===== src/rtl/sitra_pkg.sv =====
// Shared constants, types and helpers for the signed integer to radix text converter.
package sitra_pkg;

  localparam int WORD_BITS   = 32;
  localparam int STORE_DEPTH = WORD_BITS + 1;
  localparam int IDX_W       = $clog2(STORE_DEPTH);
  localparam int BIT_CNT_W   = $clog2(WORD_BITS);
  localparam int RADIX_W     = 6;
  localparam int DIGIT_W     = 6;
  localparam int CHAR_W      = 8;

  localparam logic [RADIX_W-1:0] RADIX_RESET = RADIX_W'(10);
  localparam logic [RADIX_W-1:0] RADIX_MIN   = RADIX_W'(2);
  localparam logic [RADIX_W-1:0] RADIX_MAX   = RADIX_W'(36);
  localparam logic [BIT_CNT_W-1:0] BIT_LAST  = BIT_CNT_W'(WORD_BITS - 1);

  localparam logic [CHAR_W-1:0] CHAR_ZERO  = 8'h30;  // '0'
  localparam logic [CHAR_W-1:0] CHAR_A     = 8'h61;  // 'a'
  localparam logic [CHAR_W-1:0] CHAR_MINUS = 8'h2d;  // '-'
  localparam logic [DIGIT_W-1:0] DEC_DIGITS = DIGIT_W'(10);

  typedef enum logic [2:0] {
    ST_IDLE,
    ST_DIV,
    ST_SIGN,
    ST_FETCH,
    ST_EMIT
  } state_t;

  typedef struct packed {
    logic in_ready;
    logic load;
    logic div_step;
    logic rd_issue;
    logic emit_sign;
    logic emit_digit;
  } cmd_t;

  typedef struct packed {
    logic last_bit;
    logic quot_zero_nxt;
    logic neg;
    logic idx_zero;
    logic out_free;
  } status_t;

  function automatic logic [CHAR_W-1:0] digit_char(input logic [DIGIT_W-1:0] d);
    logic [CHAR_W-1:0] c;
    if (d < DEC_DIGITS) begin
      c = CHAR_ZERO + CHAR_W'(d);
    end else begin
      c = CHAR_A + CHAR_W'(d - DEC_DIGITS);
    end
    return c;
  endfunction

endpackage


===== src/rtl/sitra_if.sv =====
// Valid/ready channel interfaces for input integers and output characters.
interface sitra_in_if;
  logic                                    valid;
  logic                                    ready;
  logic signed [sitra_pkg::WORD_BITS-1:0]  value;

  modport source (output valid, output value, input ready);
  modport sink   (input valid, input value, output ready);
endinterface

interface sitra_out_if;
  logic                             valid;
  logic                             ready;
  logic [sitra_pkg::CHAR_W-1:0]     char_code;
  logic                             last;

  modport source (output valid, output char_code, output last, input ready);
  modport sink   (input valid, input char_code, input last, output ready);
endinterface


===== src/rtl/sitra_ctrl.sv =====
// Controller state machine: sequences division, digit readback and character output.
module sitra_ctrl (
  input  logic                clk,
  input  logic                rst_n,
  input  logic                in_valid,
  input  sitra_pkg::status_t  status,
  output sitra_pkg::cmd_t     cmd
);

  sitra_pkg::state_t state_r;
  sitra_pkg::state_t state_nxt;

  always_ff @(posedge clk) begin
    if (!rst_n) begin
      state_r <= sitra_pkg::ST_IDLE;
    end else begin
      state_r <= state_nxt;
    end
  end

  always_comb begin
    state_nxt = state_r;
    cmd       = '0;
    case (state_r)
      sitra_pkg::ST_IDLE: begin
        // hold off the input while reset is applied
        cmd.in_ready = rst_n;
        if (in_valid && rst_n) begin
          cmd.load  = 1'b1;
          state_nxt = sitra_pkg::ST_DIV;
        end
      end
      sitra_pkg::ST_DIV: begin
        cmd.div_step = 1'b1;
        // last bit of a division: digit is stored, stop once the quotient is gone
        if (status.last_bit && status.quot_zero_nxt) begin
          state_nxt = status.neg ? sitra_pkg::ST_SIGN : sitra_pkg::ST_FETCH;
        end
      end
      sitra_pkg::ST_SIGN: begin
        if (status.out_free) begin
          cmd.emit_sign = 1'b1;
          state_nxt     = sitra_pkg::ST_FETCH;
        end
      end
      sitra_pkg::ST_FETCH: begin
        cmd.rd_issue = 1'b1;
        state_nxt    = sitra_pkg::ST_EMIT;
      end
      sitra_pkg::ST_EMIT: begin
        if (status.out_free) begin
          cmd.emit_digit = 1'b1;
          state_nxt      = status.idx_zero ? sitra_pkg::ST_IDLE : sitra_pkg::ST_FETCH;
        end
      end
      default: begin
        state_nxt = sitra_pkg::ST_IDLE;
      end
    endcase
  end

endmodule


===== src/rtl/sitra_dp.sv =====
// Datapath: radix register, bit-serial divider, digit store and output word register.
module sitra_dp (
  input  logic                                    clk,
  input  logic                                    rst_n,
  input  sitra_pkg::cmd_t                         cmd,
  output sitra_pkg::status_t                      status,
  input  logic                                    cfg_we,
  input  logic [sitra_pkg::RADIX_W-1:0]           cfg_data,
  input  logic signed [sitra_pkg::WORD_BITS-1:0]  in_value,
  output logic                                    out_valid,
  input  logic                                    out_ready,
  output logic [sitra_pkg::CHAR_W-1:0]            out_char_code,
  output logic                                    out_last
);

  localparam int W = sitra_pkg::WORD_BITS;
  localparam int DW = sitra_pkg::DIGIT_W;

  logic [sitra_pkg::RADIX_W-1:0]   radix_r;
  logic [sitra_pkg::RADIX_W-1:0]   base;
  logic [W-1:0]                    mag_r, mag_nxt;
  logic [DW-1:0]                   rem_r, rem_nxt;
  logic [DW:0]                     trial;
  logic                            trial_ge;
  logic [sitra_pkg::BIT_CNT_W-1:0] bit_cnt_r;
  logic [sitra_pkg::IDX_W-1:0]     count_r;
  logic [sitra_pkg::IDX_W-1:0]     idx_r;
  logic                            neg_r;
  logic [DW-1:0]                   digit_store [sitra_pkg::STORE_DEPTH];
  logic [DW-1:0]                   rd_data_r;
  logic                            out_valid_r;
  logic [sitra_pkg::CHAR_W-1:0]    char_r;
  logic                            last_r;

  always_comb begin
    if (radix_r < sitra_pkg::RADIX_MIN) begin
      base = sitra_pkg::RADIX_MIN;
    end else if (radix_r > sitra_pkg::RADIX_MAX) begin
      base = sitra_pkg::RADIX_MAX;
    end else begin
      base = radix_r;
    end
  end

  // restoring division step: shift one quotient bit in per cycle
  always_comb begin
    trial    = {rem_r, mag_r[W-1]};
    trial_ge = trial >= {1'b0, base};
    rem_nxt  = trial_ge ? DW'(trial - {1'b0, base}) : trial[DW-1:0];
    mag_nxt  = {mag_r[W-2:0], trial_ge};
  end

  always_comb begin
    status.last_bit      = bit_cnt_r == sitra_pkg::BIT_LAST;
    status.quot_zero_nxt = mag_nxt == '0;
    status.neg           = neg_r;
    status.idx_zero      = idx_r == '0;
    status.out_free      = !out_valid_r || out_ready;
  end

  always_ff @(posedge clk) begin
    if (!rst_n) begin
      radix_r <= sitra_pkg::RADIX_RESET;
    end else if (cfg_we) begin
      radix_r <= cfg_data;
    end
  end

  always_ff @(posedge clk) begin
    if (!rst_n) begin
      bit_cnt_r <= '0;
      count_r   <= '0;
      idx_r     <= '0;
      neg_r     <= 1'b0;
    end else if (cmd.load) begin
      bit_cnt_r <= '0;
      count_r   <= '0;
      neg_r     <= in_value[W-1];
    end else if (cmd.div_step) begin
      if (status.last_bit) begin
        bit_cnt_r <= '0;
        count_r   <= count_r + 1'b1;
        idx_r     <= count_r;
      end else begin
        bit_cnt_r <= bit_cnt_r + 1'b1;
      end
    end else if (cmd.emit_digit && !status.idx_zero) begin
      idx_r <= idx_r - 1'b1;
    end
  end

  always_ff @(posedge clk) begin
    if (cmd.load) begin
      mag_r <= in_value[W-1] ? W'(-in_value) : W'(in_value);
      rem_r <= '0;
    end else if (cmd.div_step) begin
      mag_r <= mag_nxt;
      // clear the remainder for the next division
      rem_r <= status.last_bit ? '0 : rem_nxt;
    end
  end

  always_ff @(posedge clk) begin
    if (cmd.div_step && status.last_bit) begin
      digit_store[count_r] <= rem_nxt;
    end
    if (cmd.rd_issue) begin
      rd_data_r <= digit_store[idx_r];
    end
  end

  always_ff @(posedge clk) begin
    if (!rst_n) begin
      out_valid_r <= 1'b0;
    end else if (cmd.emit_sign || cmd.emit_digit) begin
      out_valid_r <= 1'b1;
    end else if (out_ready) begin
      out_valid_r <= 1'b0;
    end
  end

  always_ff @(posedge clk) begin
    if (cmd.emit_sign) begin
      char_r <= sitra_pkg::CHAR_MINUS;
      last_r <= 1'b0;
    end else if (cmd.emit_digit) begin
      char_r <= sitra_pkg::digit_char(rd_data_r);
      last_r <= status.idx_zero;
    end
  end

  assign out_valid     = out_valid_r;
  assign out_char_code = char_r;
  assign out_last      = last_r;

endmodule


===== src/rtl/signed_int_to_radix_ascii.sv =====
// Signed integer to radix text converter, top level.
// Flow: accept the integer, then the bit-serial divider (one quotient bit a cycle) yields each
// digit, an optional sign word follows, then each digit word is read back and sent for output.
// Worst case is base 2 with 32 digits; one integer in flight at once, taken once the last word
// is loaded for output.
// Reset (rst_n low, synchronous) idles the controller, empties the output, sets radix to 10.
module signed_int_to_radix_ascii (
  input  logic                           clk,
  input  logic                           rst_n,
  sitra_in_if.sink                       in_ch,
  sitra_out_if.source                    out_ch,
  input  logic                           cfg_we,
  input  logic [sitra_pkg::RADIX_W-1:0]  cfg_data
);

  sitra_pkg::cmd_t    cmd;
  sitra_pkg::status_t status;

  sitra_ctrl u_ctrl (
    .clk      (clk),
    .rst_n    (rst_n),
    .in_valid (in_ch.valid),
    .status   (status),
    .cmd      (cmd)
  );

  sitra_dp u_dp (
    .clk           (clk),
    .rst_n         (rst_n),
    .cmd           (cmd),
    .status        (status),
    .cfg_we        (cfg_we),
    .cfg_data      (cfg_data),
    .in_value      (in_ch.value),
    .out_valid     (out_ch.valid),
    .out_ready     (out_ch.ready),
    .out_char_code (out_ch.char_code),
    .out_last      (out_ch.last)
  );

  assign in_ch.ready = cmd.in_ready;

endmodule

===== src/flat_wrapper.sv =====
// flat-port wrapper written by rule: the top's interface ports become plain ports
module signed_int_to_radix_ascii_flat 
  (clk, rst_n, cfg_we, cfg_data, in_ch_valid, in_ch_value, in_ch_ready, out_ch_valid, out_ch_char_code, out_ch_last, out_ch_ready);
  sitra_in_if in_ch_i ();
  sitra_out_if out_ch_i ();
  input  logic clk;
  input  logic rst_n;
  input  logic cfg_we;
  input  logic [sitra_pkg::RADIX_W-1:0] cfg_data;
  input wire logic [$bits(in_ch_i.valid)-1:0] in_ch_valid;
  input wire logic [$bits(in_ch_i.value)-1:0] in_ch_value;
  output wire logic [$bits(in_ch_i.ready)-1:0] in_ch_ready;
  output wire logic [$bits(out_ch_i.valid)-1:0] out_ch_valid;
  output wire logic [$bits(out_ch_i.char_code)-1:0] out_ch_char_code;
  output wire logic [$bits(out_ch_i.last)-1:0] out_ch_last;
  input wire logic [$bits(out_ch_i.ready)-1:0] out_ch_ready;
  assign in_ch_i.valid = in_ch_valid;
  assign in_ch_i.value = in_ch_value;
  assign in_ch_ready = in_ch_i.ready;
  assign out_ch_valid = out_ch_i.valid;
  assign out_ch_char_code = out_ch_i.char_code;
  assign out_ch_last = out_ch_i.last;
  assign out_ch_i.ready = out_ch_ready;
  signed_int_to_radix_ascii u_core (.clk(clk), .rst_n(rst_n), .in_ch(in_ch_i), .out_ch(out_ch_i), .cfg_we(cfg_we), .cfg_data(cfg_data));
endmodule

===== config.mk =====
export PLATFORM = sky130hd
export DESIGN_NAME = signed_int_to_radix_ascii_flat
export DESIGN_NICKNAME = d
export VERILOG_FILES = /design/src/rtl/sitra_pkg.sv /design/src/rtl/sitra_if.sv /design/src/rtl/sitra_ctrl.sv /design/src/rtl/sitra_dp.sv /design/src/rtl/signed_int_to_radix_ascii.sv /design/src/flat_wrapper.sv
export SDC_FILE = /design/constraint.sdc
export NUM_CORES = 1
export LEC_CHECK = 0
export BUFFER_PORTS_ARGS = -buffer_cell sky130_fd_sc_hd__buf_2
export CAP_MARGIN = 20
export CELL_PAD_IN_SITES_DETAIL_PLACEMENT = 0
export CELL_PAD_IN_SITES_GLOBAL_PLACEMENT = 1
export CORE_UTILIZATION = 45
export CTS_CLUSTER_DIAMETER = 30
export DETAILED_ROUTE_END_ITERATION = 10
export PLACE_DENSITY = 0.7
export SLEW_MARGIN = 5
export SYNTH_ARGS = -nofsm -noshare
export SYNTH_HDL_FRONTEND = slang
export SYNTH_SLANG_ARGS = --single-unit
export TNS_END_PERCENT = 30

===== constraint.sdc =====
create_clock -name clk -period 4.7 [get_ports clk]
set_clock_uncertainty 0.2 [all_clocks]
set_input_delay 1.175 -clock clk [delete_from_list [all_inputs] [get_ports clk]]
set_output_delay 1.175 -clock clk [all_outputs]
set_load 0.01 [all_outputs]

==> results.cfg, run 1 <==
[final_layout]
nNetsFinal = 1080
drive_gt1_frac = 0.194
post-route-util = 0.540
antenna_cells = 0
fin_area_mm2 = 0.0150
finalNonFillerCells = 1440
area_growth_pct = 18.1

[floorplan]
dieArea_mm2 = 0.0288
coreArea_mm2 = 0.0277
row_count = 61
die_w_um = 170
fp.dieH_um = 170
initial_core_util = 0.457
num_io_pins = 54

[place]
dp_hpwl_mm = 18.1
gp_congestion = 0.762
dp_cells = 1345
portBuffers = 53
placed_cell_area_mm2 = 0.0133

[timing]
maxSlewViolCount = 0
report.final.setup_viol = 0
rsz0062_at_grt = no
maxSlewHeadroom = 0.271
hold_violations = 0
finalCritPeriodShare = 0.765
fmax_ghz = 0.278
tightest_slew_ns = 1.07
finalSetupTns_ns = 0
fin_crit_ns = 3.60

[route]
vias = 7834
routed_via_density = 5.44
avgRoutedWirePerCell_um = 19.1
wl_mm = 27.6
drc_errors = 0
drtIter0Drc = 624
dr.pass1.iters = 4
ant_nets = 0

[min_path]
hold_class = flop to flop
hold_path_startpoint = u_core.u_dp.out_last
min_path_cells = 2
hold_end = u_core.u_dp.out_last

[worst_setup_path]
crit_required_ns = 3.32
worstRegToRegCells = 10
cpMostUsedCell = buf_2
end_kind = primary output
cp_cell_sequence = buf_2 -> nor4b_1 -> buf_2
timing.rr.start = u_core.u_dp.radix_r[3]
crit_family = simple AND/OR/NAND/NOR gates
arrival_ns = 2.22
crit_path_start_kind = input port
criticalPathCategory = input port to primary output
cpPeakStageDelay_ns = 0.56
crit_slowest_cell = nor4b_1
cp_num_buf_inv = 2
r2r_setup_slack_ns = 1.18
worstReg2RegEnd = u_core.u_dp.digit_store[22][0]
critPathMaxFanout = 12

[cts]
cts_sinks = 279
hold_buffers = 0
path_clk_slew_ns = 0.04
cts_tree = done
cts_buffers = 51
cts_max_path_buffers = 3
clk_latency_ns = 0.55
cts-root-buf = clkbuf_16
cts-htree-levels = 2
post_cts_buffers = 0
post_cts_resized = 0

[logic_synthesis]
synthesis.area_mm2 = 0.0127
ys_ff_latch = 279
syn_area_per_cell_um2 = 13.3
synth_xor_area_frac = 0.0304
synth-edff-count = 236
synth_compound_area_frac = 0.107
synthAdderAreaFrac = 0.0174
synth_mux_area_frac = 0.0942
synth-simple-area-share = 0.0981
synth.distinct_cells = 64
ys_seq_area_frac = 0.627
syn_inst = 953
syn_nets = 1013
yosys_warnings = 0
synth_top_family_by_area = compound AO/OA/AOI/OAI gates
async_reset_ff_frac = 0
ys.flop_type = edfxtp_1

[power]
p_leak_nw = 5.12
swShare = 0.276
switchingPower_mw = 2.27
pwr-share-seq = 0.425
internal-power_mw = 5.95
power_per_cell_area_mw_per_mm2 = 550
ir_drop_uv = 421
p_comb_frac = 0.161
power.clock.fraction = 0.414

[global_route]
grt_pass1_wl_mm = 43.2
grt_max_degree = 63
grt_pass1_vias = 7801
antenna_found_initial = 0
grt_overflow = 0
track_usage = 0.197

[flow_run]
cap_violations = 0

[run_status]
status = finished, final reports clean
[power groups by stage]
stage                     clock network (mW)  logic [mW]  registers, mW
after global routing                    3.57        1.46           3.51
final                                   3.41        1.32           3.50
after floorplan                            0       0.696           3.54
after CTS                               3.45        1.34           3.50
after detailed placement                   0        1.34           3.54
after global placement                     0        1.32           3.54
[layout make-up]
cell class | instances | area [µm²]
sequential | 279 | 7950
fill | 2361 | 12700
inverter | 17 | 63.8
timing repair buffer | 67 | 383
clock inverter | 35 | 283
tap | 378 | 473
clock buffer | 60 | 1360
multi-input combinational | 604 | 4440
[kinds of logic after synthesis]
logic type	count (synthesis)
buffers and inverters	70
flip-flops	279
AO/OA/AOI/OAI	194
XOR/XNOR	44
multiplexers	89
adder cells (fa/ha/maj)	17
AND/OR/NAND/NOR	260
[flip-flops by register name, summed over array words and instances (netlist names)]
| register | count |
|---|---|
| u_core.u_dp.digit_store | 198 |
| u_core.u_dp.out_last | 1 |
| u_core.u_ctrl.state_r | 3 |
| u_core.u_dp.radix_r | 6 |
| u_core.u_dp.out_valid | 1 |
| u_core.u_dp.out_char_code | 8 |
| u_core.u_dp.count_r | 6 |
| u_core.u_dp.bit_cnt_r | 5 |
| u_core.u_dp.rd_data_r | 6 |
| u_core.u_dp.rem_r | 6 |
| u_core.u_dp.mag_r | 32 |
| u_core.u_dp.idx_r | 6 |
| u_core.u_dp.neg_r | 1 |
[metrics by stage]
step / hold WS [ns] / worst slack, ns / power (mW)
after global placement: 0.244 / 1.08 / 4.86
after floorplan: 0.236 / 0.887 / 4.24
after global routing: 0.277 / 0.885 / 8.54
after CTS: 0.257 / 1.08 / 8.29
final: 0.255 / 1.10 / 8.23
after detailed placement: 0.249 / 1.05 / 4.88
[placed cells by master, fill, tap and decap left out, types with 13 or more instances in the layout]
cell type and count:
edfxtp_1 236, nand2_1 85, nor2_1 82, mux2i_1 61
clkbuf_16 53, buf_2 53, dfxtp_1 42, xor2_1 34
o21ai_0 32, o21ai_1 24, a21oi_1 24, a22oi_1 24
mux4_2 24, inv_1 16, ha_1 16, nand3_1 15
a211oi_1 15, nor2b_1 13, buf_4 13
[routing by layer]
metal	track usage	up-vias	wire length, µm
met2	0.321	176	13100
met1	0.269	3813	12400
met3	0.0333	52	1370
met4	0.0646	0	629
met5	0	-	0
li1	-	3793	-
[how the worst max path moves through the flow]
stage,startpoint,to,slack [ns],depth (start not counted)
finish,rst_n,in_ch_ready,1.10,3
global route,u_core.u_dp.radix_r[3],u_core.u_dp.digit_store[23][0],0.89,10
global placement,rst_n,in_ch_ready,1.08,3
CTS,rst_n,in_ch_ready,1.08,3
floorplan,u_core.u_dp.radix_r[2],u_core.u_dp.digit_store[0][4],0.89,10
detailed placement,rst_n,u_core.u_dp.mag_r[11],1.05,6
[synth_stat cells, drive strengths merged, types with 7 or more instances]
cell / n / area [µm²]
a211o: 7 / 61.3
nand2b: 8 / 57.6
nand2: 86 / 323
dfxtp: 43 / 861
a211oi: 15 / 113
o41ai: 8 / 115
a21oi: 26 / 130
mux2i: 63 / 631
mux4: 24 / 541
clkbuf: 36 / 135
xor2: 34 / 298
o21ai: 57 / 285
nand3: 15 / 75.1
a22oi: 24 / 180
nor2b: 13 / 81.3
xnor2: 10 / 87.6
nor4: 10 / 62.6
buf: 16 / 88.8
ha: 16 / 200
o21a: 9 / 67.6
nor2: 82 / 308
edfxtp: 236 / 7090
inv: 16 / 60.1
o31ai: 13 / 133
[worst reg2reg max path, cell delays in order, from the launching register on]
cell and delay, ns:
dfxtp_1 0.33, nor3_1 0.36, nand2_1 0.09, nand2_1 0.07, o21a_1 0.16, inv_1 0.06
ha_1 0.21, a21o_1 0.18, a31oi_1 0.17, o21a_1 0.42, mux2i_4 0.90
Power figures use the tool's default switching activity.
==> run 2, diff against run 1 <==
--- a/config.mk
+++ b/config.mk
@@ -12,7 +12,7 @@
 export CORE_UTILIZATION = 45
 export CTS_CLUSTER_DIAMETER = 30
 export DETAILED_ROUTE_END_ITERATION = 10
-export PLACE_DENSITY = 0.7
+export PLACE_DENSITY = 0.73
 export SLEW_MARGIN = 5
 export SYNTH_ARGS = -nofsm -noshare
 export SYNTH_HDL_FRONTEND = slang
==> constraint.sdc (replaced) <==
create_clock -name clk -period 3.2 [get_ports clk]
set_clock_uncertainty 0.2 [all_clocks]
set_input_delay 0.8 -clock clk [delete_from_list [all_inputs] [get_ports clk]]
set_output_delay 0.8 -clock clk [all_outputs]
set_load 0.01 [all_outputs]
==> run 2 against run 1 <==
Critical path depth rose by 4. Global-route usage down 0.10 points. Combinational power rose by 57%. Clock-buffer cell count up 11. Non-clock buffer count grew 55. Routed wire length down 1.4%. Core utilization rose by 2.7 points. Flip-flop and latch count is the same. Highest routed layer unchanged.
==> results.cfg, run 2 (synthesized netlist as in run 1, its figures left out) <==
[worst_setup_path]
crit_required_ns = 3.20
cp_cell_sequence = inv_1 -> nand2_1 -> ha_1 -> a21o_1 -> a211oi_1 -> o21ai_2 -> mux2i_4
cp.depth = 7
crit_family = multiplexers
cpPeakStageDelay_ns = 0.79
r2r_setup_slack_ns = 0.27
timing.rr.start = u_core.u_dp.radix_r[5]
worstReg2RegEnd = u_core.u_dp.digit_store[4][1]
criticalPathCategory = flop to flop
worstRegToRegCells = 7
critPathMaxFanout = 34
end_kind = flop
crit_path_start_kind = flop
crit_slowest_cell = mux2i_4
cp_num_buf_inv = 1
arrival_ns = 2.93

[final_layout]
final_common_cell = edfxtp_1
seqCellArea_mm2 = 0.00795
fin_area_mm2 = 0.0157
antenna_cells = 0
area_growth_pct = 23.9
post-route-util = 0.567
largest_reg_flops = 198
fillers = 2283
nNetsFinal = 1140
largest_register = u_core.u_dp.digit_store
drive_gt1_frac = 0.243
finalNonFillerCells = 1504
multi_input_area_mm2 = 0.00447
final_cell_mix = edfxtp_1, nand2_1, nor2_1

[cts]
cts_sinks = 279
clk_latency_ns = 0.56
cts_max_path_buffers = 3
post_cts_buffers = 0
cts-root-buf = clkbuf_16
cts_tree = done
hold_buffers = 0
cts_buffers = 56
path_clk_slew_ns = 0.05
cts-htree-levels = 2

[global_route]
grt_pass1_wl_mm = 43.2
antenna_found_initial = 0
grt_overflow = 0
grt_max_degree = 61
grt_pass1_vias = 8017
track_usage = 0.196

[run_status]
status = finished, final reports clean

[route]
avgRoutedWirePerCell_um = 18.1
drc_errors = 0
wl_mm = 27.2
vias = 7987
dr.pass1.iters = 4
ant_nets = 0
drtIter0Drc = 567
routed_via_density = 5.31

[timing]
report.final.setup_viol = 0
fin_crit_ns = 2.93
hold_violations = 0
holdWs_ns = 0.252
maxSlewHeadroom = 0.342
maxSlewViolCount = 0
tightest_slew_ns = 0.966
finalCritPeriodShare = 0.916
fmax_ghz = 0.341

[floorplan]
num_io_pins = 54
die_w_um = 170
dieArea_mm2 = 0.0288
fp.dieH_um = 170
coreArea_mm2 = 0.0277
row_count = 61
initial_core_util = 0.457

[power]
p_total_mw = 12.9
p_leak_nw = 5.55
ir_drop_uv = 851
power_per_cell_area_mw_per_mm2 = 820

[min_path]
hold_end = u_core.u_dp.out_last
hold_path_startpoint = u_core.u_dp.out_last
min_path_cells = 2
hold_class = flop to flop

[place]
placed_cell_area_mm2 = 0.0138
gp_congestion = 0.813
portBuffers = 53
dp_cells = 1400
dp_hpwl_mm = 18.0

[flow_run]
cap_violations = 0
==> run 2: changes by cell type in the layout (fill, tap and decap cells not counted), moves of 3 or more <==
cell and delta:
bufinv_16 +4, clkbuf_8 +5, clkbuf_1 +3, buf_12 +4
clkbuf_16 +3, buf_4 +51, clkinv_4 -6
==> run 2: report_power, final <==
group / internal, mW / total, mW / switching (mW)
Combinational: 0.653 / 2.07 / 1.42
Sequential: 5.01 / 5.13 / 0.115
Clock: 3.82 / 5.67 / 1.85
==> run 2: worst max-delay path by stage <==
stage,from,endpoint,slack (ns)
detailed placement,in_ch_value[0],u_core.u_dp.mag_r[30],0.04
floorplan,u_core.u_dp.radix_r[2],u_core.u_dp.digit_store[0][1],-0.25
global placement,in_ch_value[0],u_core.u_dp.mag_r[30],0.09
finish,u_core.u_dp.radix_r[5],u_core.u_dp.digit_store[4][1],0.27
CTS,u_core.u_dp.radix_r[2],u_core.u_dp.digit_store[8][1],0.08
global route,u_core.u_dp.radix_r[2],u_core.u_dp.digit_store[5][1],-0.03
==> run 2: tightest hold or removal path: stages (launching register included) <==
cell	delay, ns
dfxtp_1	0.30
nand2_1	0.05
a21oi_1	0.05
==> run 2: metrics by stage <==
| step | setup WS [ns] | TNS, ns |
|---|---|---|
| finish | 0.269 | 0 |
| global route | -0.0254 | -0.229 |
| CTS | 0.0760 | 0 |
| detailed placement | 0.0366 | 0 |
| global placement | 0.0930 | 0 |
| floorplan | -0.248 | -15.95 |
==> run 2: what timing repair did <==
action	in CTS	in global routing
setup endpoints to repair	1	36
endpoints found under the hold margin	0	0
gates resized for setup	1	4
pin swaps	0	1
==> run 2: routing by layer <==
metal	wire length, µm	GRT usage	vias up
met5	0	0	-
met2	13400	0.334	157
met1	12100	0.249	3860
met4	671	0.0752	0
met3	1050	0.0345	52
li1	-	-	3918
==> run 2: layout make-up <==
cell class,instances,share of cell area
well taps,378,0.0301
multi-input cells,604,0.285
flip-flops and latches,279,0.507
clock buffers,71,0.0967
clock inverters,33,0.0240
repair buffers,122,0.0539
inverters,17,0.00407
==> run 3, diff against run 2 <==
--- a/config.mk
+++ b/config.mk
@@ -5,14 +5,14 @@
 export SDC_FILE = /design/constraint.sdc
 export NUM_CORES = 1
 export LEC_CHECK = 0
-export BUFFER_PORTS_ARGS = -buffer_cell sky130_fd_sc_hd__buf_2
 export CAP_MARGIN = 20
 export CELL_PAD_IN_SITES_DETAIL_PLACEMENT = 0
 export CELL_PAD_IN_SITES_GLOBAL_PLACEMENT = 1
 export CORE_UTILIZATION = 45
 export CTS_CLUSTER_DIAMETER = 30
 export DETAILED_ROUTE_END_ITERATION = 10
-export PLACE_DENSITY = 0.73
+export DONT_BUFFER_PORTS = 1
+export PLACE_DENSITY = 0.68
 export SLEW_MARGIN = 5
 export SYNTH_ARGS = -nofsm -noshare
 export SYNTH_HDL_FRONTEND = slang
==> constraint.sdc (replaced) <==
create_clock -name clk -period 2.7 [get_ports clk]
set_clock_uncertainty 0.2 [all_clocks]
set_input_delay 0.675 -clock clk [delete_from_list [all_inputs] [get_ports clk]]
set_output_delay 0.675 -clock clk [all_outputs]
set_load 0.01 [all_outputs]
==> run 3 against run 2 <==
Die area unchanged. Clock power grew 18%. Clock-buffer cell count is 9 lower. First-iteration DRC count shrank 8.8%. Largest power group unchanged. Routed wire length increased by 8.5%. Final cell count down 0.93%. Sequential power grew 19%. Combinational power is 76% higher. Flip-flop and latch count stayed put.
==> results.cfg, run 3 (synthesized netlist as in run 1, its figures left out) <==
[run_status]
status = finished, final reports clean

[global_route]
grt_max_degree = 63
use_met2 = 0.331
grt_pass1_vias = 7881
met3_usage = 0.0401
grt_busiest_layer = met2
use_met1 = 0.279
grt_overflow = 0
grt_pass1_wl_mm = 44.6
antenna_found_initial = 0
track_usage = 0.204

[worst_setup_path]
crit_path_start_kind = flop
cp_num_buf_inv = 3
arrival_ns = 2.78
crit_family = adder cells
cpMostUsedCell = buf_4
crit_required_ns = 2.79
end_kind = flop
crit_slowest_cell = mux2_4
cp_cell_sequence = nor3_4 -> nand2_1 -> o211a_1 -> ha_4 -> buf_4 -> fa_2 -> buf_4 -> xnor2_1 -> mux2_4 -> clkbuf_16
cpPeakStageDelay_ns = 0.35
critPathMaxFanout = 16
criticalPathCategory = flop to flop

[final_layout]
fillers = 2221
drive_gt1_frac = 0.253
multi_input_area_mm2 = 0.00461
nNetsFinal = 1129
seqCellArea_mm2 = 0.00795
largest_reg_flops = 198
antenna_cells = 0
largest_register = u_core.u_dp.digit_store
fin_area_mm2 = 0.0161
final_cell_mix = edfxtp_1, buf_4, nand2_1
area_growth_pct = 26.8
final_common_cell = edfxtp_1

[timing]
fmax_ghz = 0.371
finalSetupTns_ns = 0
report.final.setup_viol = 0
hold_violations = 0
tightest_slew_ns = 0.683
rsz0062_at_grt = yes
maxSlewViolCount = 0
fin_crit_ns = 2.70
maxSlewHeadroom = 0.543
finalCritPeriodShare = 0.999

[floorplan]
row_count = 61
initial_core_util = 0.457
fp.dieH_um = 170
dieArea_mm2 = 0.0288
die_w_um = 170
coreArea_mm2 = 0.0277
num_io_pins = 54

[cts]
cts_buffers = 53
cts-root-buf = clkbuf_16
cts_tree = done
path_clk_slew_ns = 0.05
cts-htree-levels = 2
cts_sinks = 279
clk_latency_ns = 0.55
cts_max_path_buffers = 3

[place]
portBuffers = 0
placed_cell_area_mm2 = 0.0137
dp_hpwl_mm = 18.3
gp_congestion = 0.752

[power]
power_per_cell_area_mw_per_mm2 = 1020
p_leak_nw = 5.62
ir_drop_uv = 635

[flow_run]
cap_violations = 0

[min_path]
hold_class = input port to flop

[route]
vias = 8072
dr.pass1.iters = 5
routed_via_density = 5.42
drc_errors = 0
ant_nets = 0
wl_mm = 29.5
avgRoutedWirePerCell_um = 19.8
drtIter0Drc = 517
-- run 3: cell count changes in the layout (fill, tap and decap cells not counted), moves of 3 or more --
cell        delta
nor2_2         +3
clkinvlp_4     +4
clkbuf_8       -3
clkbuf_16      +4
nor2_1         -3
buf_12         +6
a21oi_4        +4
buf_2         -53
clkbuf_1       -4
buf_4         +27
clkinv_2       -4
inv_8          +3
-- run 3: timing repair --
item                       in CTS  in global routing
cloned                          2                  6
gates resized for setup        13                 14
pin swaps                       4                  5
setup buffers                   6                  9
hold endpoints to repair        2                  0
setup endpoints to repair     175                176
hold buffers                    1                  0
-- run 3: metrics by stage --
stage	std cells	util	hold slack, ns	setup slack (ns)	total power [mW]
floorplan	953	-	0.236	-0.100	7.55
global placement	1368	0.496	0.249	-0.314	8.64
detailed placement	1368	0.496	0.255	-0.335	8.70
CTS	1475	0.569	0.0231	0.0115	15.9
global route	1490	0.580	0.0335	-0.0789	17.0
finish	1490	0.580	0.0497	0.00327	16.4
-- run 3: cell type report --
| cell class | instances | area share |
|---|---|---|
| Sequential cell | 279 | 0.495 |
| Multi-Input combinational cell | 606 | 0.287 |
| Clock buffer | 62 | 0.0878 |
| Timing Repair Buffer | 112 | 0.0693 |
| Tap cell | 378 | 0.0294 |
| Clock inverter | 36 | 0.0273 |
| Inverter | 17 | 0.00420 |
-- run 3: path summary, 6_finish.rpt --
check / slack, ns / endpoint / from / cells after the start
hold / removal: 0.05 / u_core.u_ctrl.state_r[2] / rst_n / 1
setup / recovery: 0.003 / u_core.u_dp.digit_store[12][2] / u_core.u_dp.radix_r[2] / 10
hold reg to reg: 0.26 / u_core.u_dp.bit_cnt_r[4] / u_core.u_dp.bit_cnt_r[4] / 2
setup reg to reg: 0.003 / u_core.u_dp.digit_store[12][2] / u_core.u_dp.radix_r[2] / 10
-- run 3: metal layers --
layer  vias to the layer above  share of wire  wire, µm
met1                      3943           0.46     13500
met3                        51          0.049      1440
met4                         0          0.019       560
met2                       185           0.47     14000
met5                         -              0         0
li1                       3893              -         -
-- run 3: where the power goes --
group / leakage (nW) / switching [mW] / internal, mW
Clock: 0.884 / 2.23 / 4.44
Combinational: 2.24 / 2.11 / 1.54
Sequential: 2.50 / 0.166 / 5.93
